## src/rtl/core/mandelbrot_escape_time_pixel_assert.svh

```systemverilog
// Assertion helpers for the escape-time pixel block.
`ifndef MANDELBROT_ESCAPE_TIME_PIXEL_ASSERT_SVH
`define MANDELBROT_ESCAPE_TIME_PIXEL_ASSERT_SVH

// Same-cycle implication.
`define MANDEL_ASSERT_IMPL(lbl, clk, rst_n, ante, cons, msg) \
  lbl: assert property (@(posedge clk) disable iff (!rst_n) (ante) |-> (cons)) \
    else $error(msg);

// Next-cycle implication.
`define MANDEL_ASSERT_NEXT(lbl, clk, rst_n, ante, cons, msg) \
  lbl: assert property (@(posedge clk) disable iff (!rst_n) (ante) |=> (cons)) \
    else $error(msg);

`endif

```

## src/rtl/core/mandel_pkg.sv

```systemverilog
`default_nettype none

package mandel_pkg;

  localparam int FracBitsDef  = 28;
  localparam int IndexBitsDef = 12;

  localparam int IterW     = 16;
  localparam int CoordW    = 32;
  localparam int IdxFieldW = 12;
  localparam int ColorW    = 8;
  localparam int CfgIdxW   = 3;
  localparam int CfgDataW  = 32;

  // register indexes
  localparam logic [CfgIdxW-1:0] RegMaxIter = 3'd0;
  localparam logic [CfgIdxW-1:0] RegXOrigin = 3'd1;
  localparam logic [CfgIdxW-1:0] RegXStep   = 3'd2;
  localparam logic [CfgIdxW-1:0] RegYOrigin = 3'd3;
  localparam logic [CfgIdxW-1:0] RegYStep   = 3'd4;

  localparam logic [IterW-1:0]         MaxIterRst = 16'd1000;
  localparam logic signed [CoordW-1:0] XOriginRst = -32'sd536870912;
  localparam logic signed [CoordW-1:0] XStepRst   = 32'sd1328729;
  localparam logic signed [CoordW-1:0] YOriginRst = -32'sd300647711;
  localparam logic signed [CoordW-1:0] YStepRst   = 32'sd1205001;

  typedef struct packed {
    logic [IterW-1:0]         iter_limit;
    logic signed [CoordW-1:0] x_origin;
    logic signed [CoordW-1:0] x_step;
    logic signed [CoordW-1:0] y_origin;
    logic signed [CoordW-1:0] y_step;
  } mandel_cfg_t;

  // 5n mod 256
  function automatic logic [ColorW-1:0] green_of(input logic [ColorW-1:0] n);
    return n + (n << 2);
  endfunction

  // 13n mod 256
  function automatic logic [ColorW-1:0] blue_of(input logic [ColorW-1:0] n);
    return n + (n << 2) + (n << 3);
  endfunction

endpackage

`default_nettype wire

```

## src/rtl/core/mandel_cfg.sv

```systemverilog
`default_nettype none

module mandel_cfg (
  input  logic                               clk_i,
  input  logic                               rst_ni,
  input  logic                               cfg_we_i,
  input  logic [mandel_pkg::CfgIdxW-1:0]     cfg_index_i,
  input  logic [mandel_pkg::CfgDataW-1:0]    cfg_data_i,
  output mandel_pkg::mandel_cfg_t            cfg_o
);
  import mandel_pkg::*;

  mandel_cfg_t cfg_q, cfg_d;

  always_comb begin
    cfg_d = cfg_q;
    if (cfg_we_i) begin
      unique case (cfg_index_i)
        RegMaxIter: cfg_d.iter_limit = cfg_data_i[IterW-1:0];
        RegXOrigin: cfg_d.x_origin   = $signed(cfg_data_i[CoordW-1:0]);
        RegXStep:   cfg_d.x_step     = $signed(cfg_data_i[CoordW-1:0]);
        RegYOrigin: cfg_d.y_origin   = $signed(cfg_data_i[CoordW-1:0]);
        RegYStep:   cfg_d.y_step     = $signed(cfg_data_i[CoordW-1:0]);
        default: ;  // unused index, dropped
      endcase
    end
  end

  always_ff @(posedge clk_i or negedge rst_ni) begin
    if (!rst_ni) begin
      cfg_q.iter_limit <= MaxIterRst;
      cfg_q.x_origin   <= XOriginRst;
      cfg_q.x_step     <= XStepRst;
      cfg_q.y_origin   <= YOriginRst;
      cfg_q.y_step     <= YStepRst;
    end else begin
      cfg_q <= cfg_d;
    end
  end

  assign cfg_o = cfg_q;

endmodule

`default_nettype wire

```

## config.mk

```make
export PLATFORM = sky130hd
export DESIGN_NAME = mandel_cfg
export DESIGN_NICKNAME = d
export VERILOG_FILES = /design/src/rtl/core/mandelbrot_escape_time_pixel_assert.svh /design/src/rtl/core/mandel_pkg.sv /design/src/rtl/core/mandel_cfg.sv
export SDC_FILE = /design/constraint.sdc
export NUM_CORES = 1
export LEC_CHECK = 0
export BUFFER_PORTS_ARGS = -buffer_cell sky130_fd_sc_hd__buf_2
export CAP_MARGIN = 20
export CORE_MARGIN = 8
export CORE_UTILIZATION = 45
export DETAILED_ROUTE_END_ITERATION = 8
export GPL_TIMING_DRIVEN = 0
export PLACE_DENSITY_LB_ADDON = 0.3
export SETUP_SLACK_MARGIN = 0.02
export SKIP_LAST_GASP = 1
export SLEW_MARGIN = 5
export SYNTH_ARGS = -nofsm -noshare
export SYNTH_HDL_FRONTEND = slang
export SYNTH_SLANG_ARGS = --single-unit
```

## constraint.sdc

```tcl
create_clock -name clk_i -period 0.9 [get_ports clk_i]
set_clock_uncertainty 0.15 [all_clocks]
set_input_delay 0.27 -clock clk_i [delete_from_list [all_inputs] [get_ports clk_i]]
set_output_delay 0.27 -clock clk_i [all_outputs]
set_load 0.03 [all_outputs]
```

# [Yosys cells after proc, flatten, opt, wreduce, memory -nomap -nowiden]
# Cells that the tools add are included.
[classes] eq_ne=4 reduce_logical=6
[op_table] op="$reduce_and A2 Y1" count=5
[op_table] op="$eq A3 B2 Y1 const B" count=2
[op_table] op="$eq A3 B1 Y1 const B" count=1
[op_table] op="$eq A3 B3 Y1 const B" count=1
[op_table] op="$logic_not A3 Y1" count=1
[totals] regBits=144 inputBits=38 elab_cells=15

# [Logic depth before layout (Yosys ltp)]
[logic_depth] word_depth=2 ltp_mapped=4

# [Worst setup path before layout]
# Ideal clock, no wire load.
[synth_path] path_kind="input to register" from="input port cfg_index_i[0] in the netlist's numbering" to="register cfg_q (netlist bit cfg_o[129])" setup_time_ns=0.125 arrival_ns=1.230 slack_ns=-0.605 stages=3 n_path_buf=1 cell_sequence="nor4b_4 > buf_6 > mux2_2"
[synth_via] elab_chain_len=2
[synth_lines] item="start: declaration" line_no="mandel_cfg.sv:7" rtl="input logic [mandel_pkg::CfgIdxW-1:0] cfg_index_i,"
[synth_lines] item="$logic_not A3 Y1" line_no="mandel_cfg.sv:18" rtl="unique case (cfg_index_i)"
[synth_lines] item="$reduce_and A2 Y1 (no source line)"
[synth_lines] item="end signal: assignment" line_no="mandel_cfg.sv:37" rtl="cfg_q <= cfg_d;"
[synth_lines] item="end: declaration" line_no="mandel_cfg.sv:13" rtl="mandel_cfg_t cfg_q, cfg_d;"
# No other way between the ends.
# A chain may end at the register's enable or synchronous reset.

# [Final worst setup path]
[layout_path] from="register cfg_q (netlist bit cfg_o[64])" to="output port cfg_o[64] in the netlist's numbering"
[layout_lines] item="end: declaration" line_no="mandel_cfg.sv:9" rtl="output mandel_pkg::mandel_cfg_t cfg_o"
# No word-level cell between the ends.

==> flow_summary_export.csv <==
group,metric,value,unit
logic_synthesis,post_synth_and_or_nand_nor_area_fraction,1.143,%
route,drt-initial-drc-count,156,
timing,finalSetupViolations,288,
floorplanning,die_x,126.3,um
run_status,violated_checks,"hold timing, setup timing",
placement,port_buffers,181,
global_route,grt_start_max_net_pins,85,
critical_path,worstPathArrival,1.11,ns
floorplanning,die_y,126.3,um
clock_network,cts_inserted_buffers,17,
run_status,outcome,"complete, but fails checks",
route,detail_route.drc_violations,0,
critical_path,setup.reg_to_reg.worst_slack,-0.29,ns
logic_synthesis,synth-main-ff-cell,"sky130_fd_sc_hd__dfrtp_1",
global_route,grt_first_pass_wirelength,27540,um
route,postRouteWirelength,18570,um
clock_network,worstSkewPairLatency,0.41,ns
logic_synthesis,synth.avg_cell_area,17.71,um2
logic_synthesis,synth_commonest_cells,"sky130_fd_sc_hd__mux2_2 (136), sky130_fd_sc_hd__dfrtp_1 (101), sky130_fd_sc_hd__dfstp_2 (43)",
final_layout,nets,645,
critical_path,crit_buf_inv,1,
clock_network,clk_root_buffer_cell,"sky130_fd_sc_hd__clkbuf_16",
global_route,via_count_of_the_first_global_routing_pass,4485,
route,detail_route.wl_per_cell,24.20,um
logic_synthesis,yosys_warnings,0,
critical_path,cp_data_required_time,0.48,ns
logic_synthesis,synth.top_cells.by_area,"sky130_fd_sc_hd__dfrtp_1 (46%), sky130_fd_sc_hd__mux2_2 (28%), sky130_fd_sc_hd__dfstp_2 (21%), sky130_fd_sc_hd__mux2_1 (1.6%), sky130_fd_sc_hd__buf_6 (1.4%)",
logic_synthesis,synth_nets,347,
final_layout,largest_register_ff_count,144,
power,irDropWorstVdd,1.694,mV
clock_network,cts.sink_count,144,
run,maxCapViolCount,0,
critical_path,worst_path_largest_cell_delay,0.55,ns
logic_synthesis,netlist.top_cell.by_area,"sky130_fd_sc_hd__dfrtp_1",
global_route,gr-usage-all-layers,22.97,%
critical_path,reg2reg_to,"cfg_o[130]",
logic_synthesis,synth_compound_gate_area_share,0,%
placement,dp_worst_setup_slack,-1.018,ns
logic_synthesis,number_of_instances_in_the_synthesized_netlist,309,
critical_path,r2r_start,"cfg_o[130]",
logic_synthesis,synth.mux.area_fraction,29.63,%
final_layout,area_growth,80.29,%
final_layout,post_route_cells_drive_above_1_share,96.94,%
global_route,antenna_violations_before_repair,1,
timing,fmaxAchievable,653.2,MHz
logic_synthesis,synth_edf_count,0,
clock_network,ctsLongestPathBuffers,2,
timing,finalCritPeriodShare,170.1,%
critical_path,reg2reg_depth,3,
clock_network,clkSlewWorstSetupHoldPaths,0.06,ns
timing,worst_max_slew_pin_slew,0.4775,ns
timing,rsz0062_at_grt,"true",
timing,hold_violations,83,
final_layout,final.fill_count,578,
timing,final-max-slew-violation-count,0,
power,total_leakage_power,4.553,nW
clock_network,tritoncts,"built",
timing,worst_hold_slack,-0.3741,ns
logic_synthesis,synthAdderAreaFrac,0,%
critical_path,timing.setup.critical_path_class,"flip-flop to output pin",
logic_synthesis,post-synth-top-count-cell,"sky130_fd_sc_hd__mux2_2",
power,power_per_cell_area,2662,nW/um2
route,vias,3906,
logic_synthesis,synth_area,5473,um2
logic_synthesis,synth_top_family_by_area,"multiplexers",
final_layout,seqCellArea,3774,um2
placement,globalplace.congestion,0.7108,
final_layout,antenna_cells_inserted,0,
floorplanning,coreArea,11960,um2
logic_synthesis,ys_types,10,
clock_network,htreeDepth,4,
critical_path,critical-path-top-delay-family,"flip-flops",
critical_path,kind_of_end_point_of_the_critical_path,"output pin",
floorplanning,die_area,15950,um2
floorplanning,top_level_ports,182,
route,drt-pass1-iter-count,4,
logic_synthesis,ys_async_sr_fraction,100.0,%
critical_path,cp_num_cells,1,
timing,post-route-worst-setup-slack,-0.6309,ns
critical_path,cp_max_fo,2,
floorplanning,rows,40,
floorplanning,floorplan.initialDensity,45.75,%
logic_synthesis,synth_register_bits,144,
logic_synthesis,synth-seq-area-share,66.83,%
logic_synthesis,fraction_of_synthesized_cell_area_in_xor_and_xnor_cells,0,%
critical_path,critical_path.startpoint_type,"flip-flop",
hold_path,hold_path.class,"input port to asynchronous set/reset pin",
placement,post-dp-hpwl,9640,um
global_route,overflow,0,
critical_path,cp_cell_sequence,"buf_6",
route,avgViaCountPerCell,5.093,
route,detail-route-antenna-nets,0,
final_layout,multi_input_comb_area,2142,um2
timing,maxSlewHeadroom,68.16,%
logic_synthesis,synth_largest_type_area_fraction,46.18,%
timing,timing.final.crit_period,1.531,ns
critical_path,worst_path_max_delay_cell,"sky130_fd_sc_hd__dfstp_2",
-- worst max path at each step --
stage | endpoint | slack (ns) | start
floorplan | cfg_o[129] | -0.60 | cfg_index_i[0]
global placement | cfg_o[36] | -2.68 | rst_ni
detailed placement | cfg_o[129] | -1.02 | cfg_index_i[0]
CTS | cfg_o[37] | -0.64 | cfg_o[37]
global route | cfg_o[64] | -0.66 | cfg_o[64]
finish | cfg_o[64] | -0.63 | cfg_o[64]
-- where the power goes --
part	switching, W	total, W	internal, W
clock network	0.00255	0.00637	0.00382
registers	0.00122	0.00964	0.00842
logic	0.00485	0.0103	0.00541
-- metal layers --
| metal | GRT usage (%) | vias up | wire length [um] |
|---|---|---|---|
| met3 | 7.089 | 23 | 1165 |
| met1 | 26.20 | 2046 | 7247 |
| met4 | 9.625 | 2 | 324 |
| li1 | - | 1696 | - |
| met5 | 0 | - | 13 |
| met2 | 39.27 | 139 | 9814 |
-- logic make-up (layout without fill, tap and decap cells) --
logic type,Yosys count,after routing
buffers and inverters,16,327
AND/OR/NAND/NOR,5,5
multiplexers,144,144
flip-flops,144,144
-- final cells by class --
cell class / count / area share (%)
clock buffer: 31 / 5.250
multi-input combinational: 149 / 21.71
sequential: 144 / 38.25
buffer: 11 / 1.915
tap: 147 / 1.864
timing repair buffer: 284 / 30.97
clock inverter: 1 / 0.05072
-- metrics by stage --
stage / cells / setup TNS (ns) / cell area [um2] / util, % / total power (W)
after floorplan: 309 / -76.18 / 6021 / - / 0.01412
after global placement: 637 / -466.62 / 7111 / 59.45 / 0.01619
after detailed placement: 638 / -162.83 / 7144 / 59.73 / 0.01636
after CTS: 753 / -115.88 / 9748 / 81.50 / 0.02570
after global routing: 767 / -122.07 / 9867 / 82.49 / 0.02717
final: 767 / -114.33 / 9867 / 82.49 / 0.02627
-- placed cells by master (no fill, tap or decap), drive strengths merged --
| cell | instances |
|---|---|
| nor4b | 1 |
| clkbuf | 31 |
| mux2 | 144 |
| buf | 295 |
| nand4b | 1 |
| clkinv | 1 |
| dfstp | 43 |
| nor4bb | 3 |
| dfrtp | 101 |
-- timing repair --
item	in CTS	in global routing
endpoints found under the hold margin	166	80
gates resized for setup	357	37
cloned	13	0
setup endpoints to repair	288	372
pin swaps	4	3
setup buffers	70	30
Power figures use the tool's default switching activity.
