### config.mk
export PLATFORM = sky130hd
export DESIGN_NAME = mandel_mul
export DESIGN_NICKNAME = d
export VERILOG_FILES = /design/src/rtl/core/mandelbrot_escape_time_pixel_assert.svh /design/src/rtl/core/mandel_pkg.sv /design/src/rtl/core/mandel_mul.sv
export SDC_FILE = /design/constraint.sdc
export NUM_CORES = 2
export LEC_CHECK = 0
export BUFFER_PORTS_ARGS = -buffer_cell sky130_fd_sc_hd__buf_2
export CORE_UTILIZATION = 51
export DETAILED_ROUTE_END_ITERATION = 8
export GPL_ROUTABILITY_DRIVEN = 1
export PLACE_DENSITY = 0.7
export SYNTH_ARGS = -nofsm -noshare
export SYNTH_HDL_FRONTEND = slang
export SYNTH_SLANG_ARGS = --single-unit
### constraint.sdc
create_clock -name clk_i -period 7.2 [get_ports clk_i]
set_input_delay 1.08 -clock clk_i [delete_from_list [all_inputs] [get_ports clk_i]]
set_output_delay 1.08 -clock clk_i [all_outputs]
set_load 0.005 [all_outputs]
### src/rtl/core/mandelbrot_escape_time_pixel_assert.svh
// Assertion helpers for the escape-time pixel block.
`ifndef MANDELBROT_ESCAPE_TIME_PIXEL_ASSERT_SVH
`define MANDELBROT_ESCAPE_TIME_PIXEL_ASSERT_SVH

// Same-cycle implication.
`define MANDEL_ASSERT_IMPL(lbl, clk, rst_n, ante, cons, msg) \
  lbl: assert property (@(posedge clk) disable iff (!rst_n) (ante) |-> (cons)) \
    else $error(msg);

// Next-cycle implication.
`define MANDEL_ASSERT_NEXT(lbl, clk, rst_n, ante, cons, msg) \
  lbl: assert property (@(posedge clk) disable iff (!rst_n) (ante) |=> (cons)) \
    else $error(msg);

`endif

### src/rtl/core/mandel_pkg.sv
`default_nettype none

package mandel_pkg;

  localparam int FracBitsDef  = 28;
  localparam int IndexBitsDef = 12;

  localparam int IterW     = 16;
  localparam int CoordW    = 32;
  localparam int IdxFieldW = 12;
  localparam int ColorW    = 8;
  localparam int CfgIdxW   = 3;
  localparam int CfgDataW  = 32;

  // register indexes
  localparam logic [CfgIdxW-1:0] RegMaxIter = 3'd0;
  localparam logic [CfgIdxW-1:0] RegXOrigin = 3'd1;
  localparam logic [CfgIdxW-1:0] RegXStep   = 3'd2;
  localparam logic [CfgIdxW-1:0] RegYOrigin = 3'd3;
  localparam logic [CfgIdxW-1:0] RegYStep   = 3'd4;

  localparam logic [IterW-1:0]         MaxIterRst = 16'd1000;
  localparam logic signed [CoordW-1:0] XOriginRst = -32'sd536870912;
  localparam logic signed [CoordW-1:0] XStepRst   = 32'sd1328729;
  localparam logic signed [CoordW-1:0] YOriginRst = -32'sd300647711;
  localparam logic signed [CoordW-1:0] YStepRst   = 32'sd1205001;

  typedef struct packed {
    logic [IterW-1:0]         iter_limit;
    logic signed [CoordW-1:0] x_origin;
    logic signed [CoordW-1:0] x_step;
    logic signed [CoordW-1:0] y_origin;
    logic signed [CoordW-1:0] y_step;
  } mandel_cfg_t;

  // 5n mod 256
  function automatic logic [ColorW-1:0] green_of(input logic [ColorW-1:0] n);
    return n + (n << 2);
  endfunction

  // 13n mod 256
  function automatic logic [ColorW-1:0] blue_of(input logic [ColorW-1:0] n);
    return n + (n << 2) + (n << 3);
  endfunction

endpackage

`default_nettype wire

### src/rtl/core/mandel_mul.sv
`default_nettype none

// Unsigned multiplier, one digit-by-digit partial product per cycle.
// Operands are latched on start_i; done_o pulses when prod_o is final.
module mandel_mul #(
  parameter int WIDTH = 30
) (
  input  logic               clk_i,
  input  logic               rst_ni,
  input  logic               start_i,
  input  logic [WIDTH-1:0]   a_i,
  input  logic [WIDTH-1:0]   b_i,
  output logic               done_o,
  output logic [2*WIDTH-1:0] prod_o
);
  import mandel_pkg::*;

  localparam int NumDig = (WIDTH + 31) / 32;
  localparam int DigW   = (WIDTH + NumDig - 1) / NumDig;
  localparam int PadW   = NumDig * DigW;
  localparam int AccW   = 2 * PadW;
  localparam int CntW   = (NumDig > 1) ? $clog2(NumDig) : 1;
  localparam logic [CntW-1:0] LastDig = CntW'(NumDig - 1);

  logic              busy_q, busy_d;
  logic [CntW-1:0]   ia_q, ia_d, ib_q, ib_d;
  logic              pp_vld_q, pp_last_q, done_q;
  logic [CntW:0]     pp_sh_q;
  logic [2*DigW-1:0] pp_q;
  logic [PadW-1:0]   a_q, b_q;
  logic [AccW-1:0]   acc_q;
  logic              last_pair;

  assign last_pair = (ia_q == LastDig) && (ib_q == LastDig);

  always_comb begin
    busy_d = busy_q;
    ia_d   = ia_q;
    ib_d   = ib_q;
    if (start_i) begin
      busy_d = 1'b1;
      ia_d   = '0;
      ib_d   = '0;
    end else if (busy_q) begin
      if (last_pair) begin
        busy_d = 1'b0;
      end else if (ib_q == LastDig) begin
        ib_d = '0;
        ia_d = ia_q + CntW'(1);
      end else begin
        ib_d = ib_q + CntW'(1);
      end
    end
  end

  always_ff @(posedge clk_i or negedge rst_ni) begin
    if (!rst_ni) begin
      busy_q    <= 1'b0;
      ia_q      <= '0;
      ib_q      <= '0;
      pp_vld_q  <= 1'b0;
      pp_last_q <= 1'b0;
      done_q    <= 1'b0;
    end else begin
      busy_q    <= busy_d;
      ia_q      <= ia_d;
      ib_q      <= ib_d;
      pp_vld_q  <= busy_q && !start_i;
      pp_last_q <= busy_q && !start_i && last_pair;
      done_q    <= pp_vld_q && pp_last_q;
    end
  end

  always_ff @(posedge clk_i) begin
    if (start_i) begin
      a_q   <= PadW'(a_i);
      b_q   <= PadW'(b_i);
      acc_q <= '0;
    end else if (pp_vld_q) begin
      acc_q <= acc_q + (AccW'(pp_q) << (int'(pp_sh_q) * DigW));
    end
    pp_q    <= a_q[ia_q*DigW +: DigW] * b_q[ib_q*DigW +: DigW];
    pp_sh_q <= {1'b0, ia_q} + {1'b0, ib_q};
  end

  assign done_o = done_q;
  assign prod_o = acc_q[2*WIDTH-1:0];

endmodule

`default_nettype wire

Yosys cells after proc, flatten, opt, wreduce, memory -nomap -nowiden

Index checks and enable logic that the tools add are counted.

$add $sub $neg: 4
Multipliers: 4
Equality and inequality tests: 2
Shift-type cells: 3
Multiplexer cells: 11
Bitwise operators: 2
Reduce and logical (&&, ||, !) cells: 8

Operator list:

| cell                                                                | count |
|---|---|
| 60-bit adder                                                        | 1 |
| 30-bit by 30-bit multiplier with 60-bit output                      | 1 |
| 30-bit by 7-bit indexed part select with 30-bit output              | 2 |
| 60-bit by 7-bit left shift with 60-bit output                       | 1 |
| 1-bit 2-to-1 mux                                                    | 11 |
| 1-bit by 4-bit multiplier with 5-bit output (second input constant) | 2 |
| 2-bit by 4-bit multiplier with 6-bit output (second input constant) | 1 |
| 1-bit logical AND                                                   | 4 |
| 2-bit != test (second input constant)                               | 2 |
| 3-bit AND reduction                                                 | 1 |
| 1-bit adder (second input constant)                                 | 2 |
| 1-bit by 1-bit adder with 2-bit output                              | 1 |
| 1-bit NOT                                                           | 2 |
| 2-bit AND reduction                                                 | 1 |
| 2-bit nonzero test                                                  | 1 |
| 1-bit logical NOT                                                   | 1 |

Register bits: 188
Input bits: 63
Output and inout bits: 61
Logic and storage cells: 45

Logic depth before layout (Yosys ltp)

Word-level depth: 5
Mapped depth: 32
Mapped depth without buffers: 29

Worst setup path before layout

OpenSTA, ideal clock, no wires.

Path kind: flip-flop to flip-flop
From: register ia_q
To: register pp_q[59]
Setup time: 0.072 ns
Data arrival time: 7.526 ns
Data required time: 7.128 ns
Setup slack: -0.398 ns
Cell stages (with the launch flop): 29
Path buffers: 3
Clock period less this slack: 7.598 ns
Cells stage by stage: dfrtp_1 -> clkbuf_1 -> nor2b_1 -> clkbuf_1 -> and2_1 -> fa_1 -> fa_1 -> inv_1 -> fa_1 -> fa_1 -> fa_1 -> inv_1 -> fa_1 -> fa_1 -> inv_1 -> fa_1 -> inv_1 -> ha_1 -> buf_2 -> a21o_1 -> o21bai_1 -> a41oi_1 -> a211oi_2 -> o41ai_1 -> a21oi_2 -> a211oi_2 -> o31ai_1 -> a41oi_1 -> xnor2_1

Longest elaborated chain between the ends: 3

Ends and longest elaborated chain:

| element                                                | line             | source |
|---|---|---|
| start: declaration                                     | mandel_mul.sv:26 | `logic [CntW-1:0] ia_q, ia_d, ib_q, ib_d;` |
| start signal: assignment                               | mandel_mul.sv:66 | `ia_q <= ia_d;` |
| 1-bit by 4-bit multiplier with 5-bit output            | mandel_mul.sv:82 | `pp_q <= a_q[ia_q*DigW +: DigW] * b_q[ib_q*DigW +: DigW];` |
| 30-bit by 7-bit indexed part select with 30-bit output | mandel_mul.sv:82 |  |
| 30-bit by 30-bit multiplier with 60-bit output         | mandel_mul.sv:82 |  |
| end signal: assignment                                 | mandel_mul.sv:82 |  |
| end: declaration                                       | mandel_mul.sv:29 | `logic [2*DigW-1:0] pp_q;` |

Every way passes these cells.
A chain may end at the register's enable or synchronous reset.

Final worst setup path

From: register ia_q
To: register pp_q[43]

Same word-level chain as after synthesis.

==> impl_metrics.yaml <==
timing:
  maxSlewViolCount: 0
  timing.setup.tns_ns: -7.127
  fin_ws_ns: -0.4470
  setup_viol: 26
  rsz0062_at_grt: "true"
  tightestPinTransition_ns: 0.8622
  fmax_mhz: 130.8
  fin_crit_sh: 1.062
  skew_ns: 0.01864
  fin_crit_ns: 7.647
  max-slew-margin-rel: 0.4104
  fin_hold_ws_ns: 0.3839
  finalHoldViolCount: 0
clock_tree:
  max-clock-path-buffers: 2
  cts_sinks: 186
  root_buffer: "clkbuf_16"
  ctsHtreeMaxLevel: 4
  cts_tree: "built"
  cts-hold-fix-buffers: 0
  cts_buffers: 17
  insertion_delay_ns: 0.53
  path_clk_slew_ns: 0.09
logic_synthesis:
  seq_area_frac_synth: 0.1113
  synthArstFlopShare: 0.02688
  yosysMostFrequentCell: "inv_1"
  synth_top_area_frac: 0.4002
  synth_area_leader_cell: "fa_1"
  synth_fp_nets: 5440
  synth_area_mm2: 0.03907
  synthCells: 4289
  synthDistinctLibCells: 74
  synth_seq_cells: 186
  synth_flop_cell: "dfxtp_1"
  synth_edf_count: 60
  avgSynthCellArea_um2: 9.109
  synthTopCellsByArea: "fa_1 40%, ha_1 9.8%, and2_1 8.4%"
  ys_warn_count: 0
  synthTopCellsByCount: "845 x inv_1, 781 x fa_1, 525 x and2_1, 497 x nand2_1, 307 x ha_1"
outcome:
  status: "complete, but fails checks"
  failed_checks: "negative setup slack"
critical_path:
  critPathBufInv: 13
  crit_type: "reg -> reg"
  cpPeakStageDelay_ns: 0.56
  worstPathRequired_ns: 7.61
  crit_family: "adder cells"
  r2r_setup_slack_ns: -0.45
  cp-start-kind: "flop"
  end_kind: "flop"
  critPathSlowestCell: "fa_2"
  crit_fanout: 8
  worst_ep_arrival_time_ns: 8.06
  cpMostUsedCell: "fa_1"
global_routing:
  grt_first_pass_wirelength_um: 168900
  gr-total-overflow: 0
  track_usage: 0.2793
  grt_pass1_vias: 31816
  antenna_found_initial: 0
  grt_max_degree: 58
cells_and_area:
  diodes: 0
  regArea_mm2: 0.004353
  syn2layout_area_growth_pct: 14.87
  utilization: 0.5919
  drive_gt1_frac: 0.1593
  fin_nets: 5695
  multi_input_area_mm2: 0.03155
  fill_cells: 6523
place:
  globalplace.congestion: 0.9256
  io_buffers: 123
  dpl.hpwl_um: 87460
drt:
  drt_iter0_markers: 1878
  drc: 0
  wl_per_cell_um: 19.06
  ant_nets: 0
  viasPerCell: 5.406
  totalWireLength_um: 105500
  drtPass1Iterations: 6
  num_vias: 29924
hold_path:
  hold_path_class: "in -> async"
floorplan:
  fp.dieArea_mm2: 0.07772
  io_pins: 124
  core_area_mm2: 0.07582
  die_w_um: 278.8
  start_util: 0.5153
  die_h_um: 278.8
  num_rows: 101
run:
  drv_cap: 0
flip-flops by register name, summed over array words and instances, names as in the netlist, 30 cells and up:
name and flops:
pp_q 60, prod_o 60, a_q 30, b_q 30
final timing paths:
path                       startpoint  cells past startpoint        to
max                              ia_q                     31  pp_q[43]
min                            rst_ni                      1      ia_q
max reg2reg                      ia_q                     31  pp_q[43]
min reg2reg                 pp_last_q                      1    done_o
max in group asynchronous      rst_ni                      1  pp_vld_q
min in group clk_i          pp_last_q                      1    done_o
cells in the final DEF (no fill, tap or decap), types with 21 or more instances in the layout:
master    netlist  routed
mux2i_1        33      33
inv_1         845     832
a21o_1         50      50
edfxtp_1       60      60
nand3_1        37      35
mux2_2         30      30
o21ai_0        56      42
a21oi_1       149     132
xnor2_1        72      67
xor2_1         36      33
nor2b_1        73      43
buf_12          0      44
fa_1          781     765
nor2b_4         0      21
nand2_1       497     489
ha_1          307     290
o21bai_1       23      22
nor2_1        114     111
buf_4           0     292
and2_1        525     515
dfxtp_1       121     120
buf_2           4     122
repair_timing:
item                                    CTS  global route
endpoints found under the setup margin   33            36
gates cloned                              1             3
setup buffers                            11            23
resized for setup                        49           141
pin swaps                                25            68
hold endpoints to repair                  0             0
cells by family after synthesis:
kind of cell | count (synthesis) | share of synthesized area
flops | 186 | 0.1113
xor+xnor | 108 | 0.02421
fa+ha+maj | 1088 | 0.4985
buf+inv | 1090 | 0.1050
mux | 64 | 0.01739
compound gates | 414 | 0.06924
simple gates | 1339 | 0.1743
per-layer routing:
metal  track usage  part of all wire
met2        0.4813              0.50
met5             0                 0
met4        0.1144             0.042
met1        0.3541              0.41
met3       0.03707             0.054
metrics by stage:
stage                     cells  cell area [um^2]  setup WS [ns]
after floorplan            4289             39340      -0.007688
after global placement     5466             43090        -0.4388
after detailed placement   5466             43090        -0.5018
after CTS                  5510             44000        -0.3980
after global routing       5535             44880        -0.6746
final                      5535             44880        -0.4470
cell type report:
type,instances,area share
Multi-Input combinational cell,3014,0.7029
Clock inverter,13,0.003290
Inverter,846,0.07076
Timing Repair Buffer,479,0.08871
Sequential cell,186,0.09699
Clock buffer,19,0.01009
Tap cell,978,0.02727
Power is not shown: default switching activity piles up to over one toggle a cycle in this logic, so the estimate is an artifact.
